`config.mk`:
```
export PLATFORM = sky130hd
export DESIGN_NAME = ac_level_rms_tracker_flat
export DESIGN_NICKNAME = d
export VERILOG_FILES = /design/src/design/art_pkg.sv /design/src/design/art_if.sv /design/src/design/art_datapath.sv /design/src/design/art_ctrl.sv /design/src/design/ac_level_rms_tracker.sv /design/src/flat_wrapper.sv
export SDC_FILE = /design/constraint.sdc
export NUM_CORES = 1
export LEC_CHECK = 0
export ABC_AREA = 1
export BUFFER_PORTS_ARGS = -buffer_cell sky130_fd_sc_hd__buf_2
export CAP_MARGIN = 5
export CORE_MARGIN = 1
export CORE_UTILIZATION = 43
export DETAILED_ROUTE_END_ITERATION = 10
export SLEW_MARGIN = 20
export SYNTH_ARGS = -nofsm -noshare
export SYNTH_HDL_FRONTEND = slang
export SYNTH_SLANG_ARGS = --single-unit
```
`constraint.sdc`:
```
create_clock -name clk -period 9.7 [get_ports clk]
set_input_delay 0.97 -clock clk [delete_from_list [all_inputs] [get_ports clk]]
set_output_delay 0.97 -clock clk [all_outputs]
set_load 0.01 [all_outputs]
```
`src/design/art_pkg.sv`:
```
`default_nettype none
package art_pkg;

    localparam int SAMPLE_BITS       = 12;
    localparam int SAMPLES_PER_GROUP = 4;
    localparam int GROUP_CNT_BITS    = $clog2(SAMPLES_PER_GROUP);
    localparam int SUM_BITS          = SAMPLE_BITS + GROUP_CNT_BITS;
    localparam int ACC_BITS          = 32;
    localparam int ROOT_BITS         = ACC_BITS / 2;
    localparam int DEV_BITS          = ROOT_BITS + 1;
    localparam int SQ_SHIFT          = 4;
    localparam int VAR_BITS          = ACC_BITS - SQ_SHIFT;

    localparam logic [ACC_BITS-1:0] MEAN_RESET = 32'd536870912;
    localparam logic [VAR_BITS-1:0] VAR_CLAMP  = 28'd4000000;

    localparam int MEAN_IN_SHIFT    = 8;
    localparam int MEAN_DECAY_SHIFT = 8;
    localparam int MEAN_UNITS_SHIFT = 16;
    localparam int MEAN_LEVEL_SHIFT = 18;
    localparam int VAR_IN_SHIFT     = 2;
    localparam int VAR_DECAY_SHIFT  = 6;

    localparam logic [ACC_BITS-1:0] ROOT_FIRST_BIT = 32'h4000_0000;

    typedef struct packed {
        logic take;
        logic mean_step;
        logic square_step;
        logic var_step;
        logic root_step;
        logic out_load;
    } art_cmd_t;

    typedef struct packed {
        logic group_last;
        logic root_last;
        logic out_free;
    } art_status_t;

endpackage
`default_nettype wire

```
`src/design/art_if.sv`:
```
`default_nettype none
interface art_sample_if;
    import art_pkg::*;
    logic                   valid;
    logic                   ready;
    logic [SAMPLE_BITS-1:0] sample;

    modport source (output valid, output sample, input ready);
    modport sink   (input valid, input sample, output ready);
endinterface

interface art_result_if;
    import art_pkg::*;
    logic                   valid;
    logic                   ready;
    logic [SAMPLE_BITS-1:0] mean_level;
    logic [ROOT_BITS-1:0]   stdev_x16;

    modport source (output valid, output mean_level, output stdev_x16, input ready);
    modport sink   (input valid, input mean_level, input stdev_x16, output ready);
endinterface
`default_nettype wire

```
`src/design/art_datapath.sv`:
```
`default_nettype none
module art_datapath
    import art_pkg::*;
(
    input  wire logic                   clk,
    input  wire logic                   rst_n,
    input  wire art_cmd_t               cmd,
    output art_status_t                 status,
    input  wire logic [SAMPLE_BITS-1:0] sample,
    input  wire logic                   out_ready,
    output logic                        out_valid,
    output logic [SAMPLE_BITS-1:0]      mean_level,
    output logic [ROOT_BITS-1:0]        stdev_x16
);

    logic [GROUP_CNT_BITS-1:0] cnt_reg;
    logic [SUM_BITS-1:0]       group_sum_reg;
    logic [SUM_BITS-1:0]       sum_reg;
    logic [ACC_BITS-1:0]       mean_reg;
    logic [ACC_BITS-1:0]       var_reg;
    logic [ACC_BITS-1:0]       sq_reg;
    logic [ACC_BITS-1:0]       rem_reg;
    logic [ACC_BITS-1:0]       root_reg;
    logic [ACC_BITS-1:0]       bit_reg;
    logic                      out_valid_reg;
    logic [SAMPLE_BITS-1:0]    mean_level_reg;
    logic [ROOT_BITS-1:0]      stdev_reg;

    logic [SUM_BITS-1:0] sum_next;
    logic [ACC_BITS-1:0] mean_next;
    logic [DEV_BITS-1:0] dev;
    logic [ROOT_BITS-1:0] dev_mag;
    logic [VAR_BITS-1:0] v_raw;
    logic [VAR_BITS-1:0] v_clamped;
    logic [ACC_BITS-1:0] var_next;
    logic [ACC_BITS-1:0] trial;

    assign sum_next  = group_sum_reg + SUM_BITS'(sample);
    assign mean_next = mean_reg + (ACC_BITS'(sum_reg) << MEAN_IN_SHIFT)
                       - (mean_reg >> MEAN_DECAY_SHIFT);

    // deviation of the group sum from the mean, both in group-sum units
    assign dev     = DEV_BITS'(sum_reg) - DEV_BITS'(mean_reg[ACC_BITS-1:MEAN_UNITS_SHIFT]);
    assign dev_mag = dev[DEV_BITS-1] ? ROOT_BITS'(-dev) : dev[ROOT_BITS-1:0];

    assign v_raw     = sq_reg[ACC_BITS-1:SQ_SHIFT];
    assign v_clamped = (v_raw > VAR_CLAMP) ? VAR_CLAMP : v_raw;
    assign var_next  = var_reg + (ACC_BITS'(v_clamped) << VAR_IN_SHIFT)
                       - (var_reg >> VAR_DECAY_SHIFT);

    assign trial = root_reg + bit_reg;

    always_ff @(posedge clk or negedge rst_n)
    begin
        if (!rst_n)
        begin
            cnt_reg       <= '0;
            group_sum_reg <= '0;
            mean_reg      <= MEAN_RESET;
            var_reg       <= '0;
            out_valid_reg <= 1'b0;
        end
        else
        begin
            if (cmd.take)
            begin
                if (status.group_last)
                begin
                    cnt_reg       <= '0;
                    group_sum_reg <= '0;
                end
                else
                begin
                    cnt_reg       <= cnt_reg + 1'b1;
                    group_sum_reg <= sum_next;
                end
            end
            if (cmd.mean_step)
            begin
                mean_reg <= mean_next;
            end
            if (cmd.var_step)
            begin
                var_reg <= var_next;
            end
            if (cmd.out_load)
            begin
                out_valid_reg <= 1'b1;
            end
            else if (out_ready)
            begin
                out_valid_reg <= 1'b0;
            end
        end
    end

    always_ff @(posedge clk)
    begin
        if (cmd.take && status.group_last)
        begin
            sum_reg <= sum_next;
        end
        if (cmd.square_step)
        begin
            sq_reg <= ACC_BITS'(dev_mag * dev_mag);
        end
        if (cmd.var_step)
        begin
            rem_reg  <= var_next;
            root_reg <= '0;
            bit_reg  <= ROOT_FIRST_BIT;
        end
        else if (cmd.root_step)
        begin
            // one result bit per beat of the shift-subtract root
            if (rem_reg >= trial)
            begin
                rem_reg  <= rem_reg - trial;
                root_reg <= (root_reg >> 1) + bit_reg;
            end
            else
            begin
                root_reg <= root_reg >> 1;
            end
            bit_reg <= bit_reg >> 2;
        end
        if (cmd.out_load)
        begin
            mean_level_reg <= mean_reg[MEAN_LEVEL_SHIFT +: SAMPLE_BITS];
            stdev_reg      <= root_reg[ROOT_BITS-1:0];
        end
    end

    assign status.group_last = (cnt_reg == GROUP_CNT_BITS'(SAMPLES_PER_GROUP - 1));
    assign status.root_last  = bit_reg[0];
    assign status.out_free   = !out_valid_reg || out_ready;

    assign out_valid  = out_valid_reg;
    assign mean_level = mean_level_reg;
    assign stdev_x16  = stdev_reg;

endmodule
`default_nettype wire

```
`src/design/art_ctrl.sv`:
```
`default_nettype none
module art_ctrl
    import art_pkg::*;
(
    input  wire logic        clk,
    input  wire logic        rst_n,
    input  wire logic        in_valid,
    output logic             in_ready,
    input  wire art_status_t status,
    output art_cmd_t         cmd
);

    typedef enum logic [5:0] {
        S_IDLE   = 6'b000001,
        S_MEAN   = 6'b000010,
        S_SQUARE = 6'b000100,
        S_VAR    = 6'b001000,
        S_ROOT   = 6'b010000,
        S_OUT    = 6'b100000
    } art_state_t;

    art_state_t state_reg;
    art_state_t state_next;

    assign in_ready = (state_reg == S_IDLE);

    always_comb
    begin
        state_next      = state_reg;
        cmd             = '0;
        cmd.take        = in_ready && in_valid;
        unique case (state_reg)
            S_IDLE:
            begin
                if (cmd.take && status.group_last)
                begin
                    state_next = S_MEAN;
                end
            end
            S_MEAN:
            begin
                cmd.mean_step = 1'b1;
                state_next    = S_SQUARE;
            end
            S_SQUARE:
            begin
                cmd.square_step = 1'b1;
                state_next      = S_VAR;
            end
            S_VAR:
            begin
                cmd.var_step = 1'b1;
                state_next   = S_ROOT;
            end
            S_ROOT:
            begin
                cmd.root_step = 1'b1;
                if (status.root_last)
                begin
                    state_next = S_OUT;
                end
            end
            S_OUT:
            begin
                // hold until the result register can take the beat
                if (status.out_free)
                begin
                    cmd.out_load = 1'b1;
                    state_next   = S_IDLE;
                end
            end
            default:
            begin
                state_next = S_IDLE;
            end
        endcase
    end

    always_ff @(posedge clk or negedge rst_n)
    begin
        if (!rst_n)
        begin
            state_reg <= S_IDLE;
        end
        else
        begin
            state_reg <= state_next;
        end
    end

endmodule
`default_nettype wire

```
`src/design/ac_level_rms_tracker.sv`:
```
// AC level tracker: takes 12-bit unsigned samples and, after every fourth sample, gives one
// result beat holding the running mean in sample units and the running standard deviation
// times 16. Samples within a group are taken one per cycle. The fourth sample of a group
// starts an update that holds off further samples while it steps through the mean, the
// square of the deviation, the variance average, the bit-serial square root (one root bit
// per cycle) and the load of the result register. The update is held up only while a
// previous result still waits in the output register. After reset the mean starts at
// mid-scale and the variance at zero.
`default_nettype none
module ac_level_rms_tracker
    import art_pkg::*;
(
    input  wire logic     clk,
    input  wire logic     rst_n,
    art_sample_if.sink    samples,
    art_result_if.source  results
);

    art_cmd_t    cmd;
    art_status_t status;

    art_ctrl u_ctrl (
        .clk      (clk),
        .rst_n    (rst_n),
        .in_valid (samples.valid),
        .in_ready (samples.ready),
        .status   (status),
        .cmd      (cmd)
    );

    art_datapath u_datapath (
        .clk        (clk),
        .rst_n      (rst_n),
        .cmd        (cmd),
        .status     (status),
        .sample     (samples.sample),
        .out_ready  (results.ready),
        .out_valid  (results.valid),
        .mean_level (results.mean_level),
        .stdev_x16  (results.stdev_x16)
    );

endmodule
`default_nettype wire

```
`src/flat_wrapper.sv`:
```
// flat-port wrapper written by rule: the top's interface ports become plain ports
module ac_level_rms_tracker_flat import art_pkg::*;
  (clk, rst_n, samples_valid, samples_sample, samples_ready, results_valid, results_mean_level, results_stdev_x16, results_ready);
  art_sample_if samples_i ();
  art_result_if results_i ();
  input  wire logic clk;
  input  wire logic rst_n;
  input wire logic [$bits(samples_i.valid)-1:0] samples_valid;
  input wire logic [$bits(samples_i.sample)-1:0] samples_sample;
  output wire logic [$bits(samples_i.ready)-1:0] samples_ready;
  output wire logic [$bits(results_i.valid)-1:0] results_valid;
  output wire logic [$bits(results_i.mean_level)-1:0] results_mean_level;
  output wire logic [$bits(results_i.stdev_x16)-1:0] results_stdev_x16;
  input wire logic [$bits(results_i.ready)-1:0] results_ready;
  assign samples_i.valid = samples_valid;
  assign samples_i.sample = samples_sample;
  assign samples_ready = samples_i.ready;
  assign results_valid = results_i.valid;
  assign results_mean_level = results_i.mean_level;
  assign results_stdev_x16 = results_i.stdev_x16;
  assign results_i.ready = results_ready;
  ac_level_rms_tracker u_core (.clk(clk), .rst_n(rst_n), .samples(samples_i), .results(results_i));
endmodule
```
==> impl_metrics.yaml <==
status:
  outcome: "finished, final reports clean"
layout:
  fillers: 6110
  drive_above_1_share_pct: 6.428
  area_delta_synth_final_pct: 7.638
  final_cells: 4267
  diodes: 0
  fin_nets: 3950
logic_synthesis:
  synth_flop_cell: "edfxtp_1"
  yosysMostFrequentCell: "nand2_1"
  mappedNetlistArea_um2: 26340
  async_flop_share_pct: 36.71
  synthTopCellsByArea: "fa_1, ha_1, edfxtp_1, nand2_1, inv_1"
  ys_top_cells_by_count: "nand2_1, inv_1, ha_1"
  synth_largest_area_cell: "fa_1"
  synthCells: 3419
  seq_area_frac_synth_pct: 23.55
  yosysWarnings: 0
  syn_area_per_cell_um2: 7.704
  synth-edff-count: 102
  synth_top_area_share_pct: 15.58
  synth_seq_cells: 237
  ys_types: 68
sta:
  worst_pin_slew_ns: 1.012
  final.setup_skew_ns: 0.02417
  setup_viol: 0
  fin_tns_setup_ns: 0
  slew_headroom_pct: 32.47
  drv_slew: 0
  period_minus_slack_ns: 8.068
  hold_viol_final: 0
  fmax_mhz: 123.9
  rsz0062_at_grt: "false"
  finalCritPeriodShare_pct: 83.18
job:
  drv_cap: 0
route:
  wl_met3_um: 2343
  first_pass_iters: 7
  route.met2.wl_um: 30480
  via_per_inst: 5.061
  vias: 21590
  met1_length_um: 31360
  drc: 0
  wire_per_inst_um: 15.37
  wirelength_um: 65570
  highest_layer: "met4"
  drtIter0Drc: 1127
  antenna_left: 0
placed_design:
  hpwlAfterDp_um: 53630
  dp.cells: 4214
  gp_congestion: 0.9185
  io_buffers: 45
setup_path:
  required_ns: 10.03
  crit_path_max_incr_delay_ns: 0.80
  crit_slowest_cell: "ha_1"
  path_class: "flip-flop to flip-flop"
  cp_max_fo: 18
  end_kind: "flip-flop"
  cp.arrival_ns: 8.39
  critPathLaunchType: "flip-flop"
cts:
  clockBufferDepth: 3
  numCtsBuffers: 29
  worstSkewPairLatency_ns: 0.57
  clk_pin_slew_ns: 0.06
  cts_setup_buffers: 0
  ctsHoldBuffers: 0
  h-tree-depth: 1
  cts-root-buf: "clkbuf_16"
  ctsResizeCount: 0
  cts_tree: "yes"
  clock_sinks: 237
floorplan:
  die_w_um: 249.5
  core_region_area_um2: 60470
  rows: 90
  die_h_um: 249.5
  top_level_ports: 46
  die-area_um2: 62250
  start_util_pct: 43.56
global_routing:
  grt_pass1_wl_um: 108800
  grt_max_degree: 50
  grt-ovfl-total: 0
  antenna_found_initial: 0
  grt_usage_pct: 21.36
  grt_pass1_vias: 21440
min_path:
  hp-class: "input port to asynchronous set/reset pin"
through the flow:
stage          instance area [um^2]  hold WS [ns]  utilization, %  setup slack [ns]
2_1_floorplan                 26360        0.4348               -             2.631
3_3_place_gp                  27430        0.4674           45.35             1.759
3_5_place_dp                  27430        0.4680           45.35             1.598
4_1_cts                       28350        0.4512           46.89             1.600
5_1_grt                       28350        0.4876           46.89             1.151
6_report                      28350        0.4362           46.89             1.632
final timing paths:
path,start,endpoint,slack (ns),cells past startpoint
max in group asynchronous,rst_n,u_core.u_datapath.var_reg[1],8.17,2
worst max register to register,u_core.u_datapath.mean_reg[16],u_core.u_datapath.sq_reg[26],1.63,32
worst max-delay path,u_core.u_datapath.mean_reg[16],u_core.u_datapath.sq_reg[26],1.63,32
min in group clk,u_core.u_datapath.cnt_reg[1],u_core.u_datapath.cnt_reg[1],0.48,2
worst min register to register,u_core.u_datapath.cnt_reg[1],u_core.u_datapath.cnt_reg[1],0.48,2
worst min-delay path,rst_n,u_core.u_datapath.group_sum_reg[6],0.44,1
cell type report:
| class | count | area (um^2) | share of cell area [%] |
|---|---|---|---|
| Tap cell | 782 | 978.4 | 3.451 |
| Clock buffer | 34 | 764.5 | 2.696 |
| Clock inverter | 19 | 161.4 | 0.5693 |
| Timing Repair Buffer | 57 | 317.8 | 1.121 |
| Multi-Input combinational cell | 2456 | 17360 | 61.23 |
| Sequential cell | 237 | 6203 | 21.88 |
| Inverter | 682 | 2567 | 9.056 |
logic make-up after synthesis:
family                   synth area share (%)
AO/OA/AOI/OAI                           13.19
XOR/XNOR                                4.375
adder cells (fa/ha/maj)                 28.22
buffers and inverters                   10.66
flip-flops                              23.55
other                                 0.01424
AND/OR/NAND/NOR                         19.99
metal layers:
metal	up-vias	global-route usage [%]
li1	11080	-
met1	10120	29.04
met2	307	36.23
met3	83	2.493
met4	0	5.044
met5	-	0
critical path, delay by kind of cell (launching register included):
kind                       cells  cell delay (ns)
buffers and inverters          5             0.47
xor gates and xnor gates       1             0.19
and+or+nand+nor               13             1.80
DFF                            1             0.42
AOI/OAI and AO/OA              4             0.76
adders and majority gates      9             4.19
layout by cell type, fill, tap and decap left out, drive strengths merged, types with 19 or more instances in the layout:
master  synthesis  final
nand3         131    131
nand4          24     24
o21ai         263    263
nor2          278    278
edfxtp        102    102
fa            205    205
nor4           19     19
clkbuf         30     34
xor2           78     78
nand2         716    716
a21oi         225    225
nor3           27     27
dfrtp          85     85
buf            19     57
ha            266    266
o21bai         24     24
dfxtp          48     48
inv           682    685
xnor2          51     51
Power is left out: the tool's default activity adds up to more than one toggle a clock period on the data nets, which glitch-free logic cannot reach.
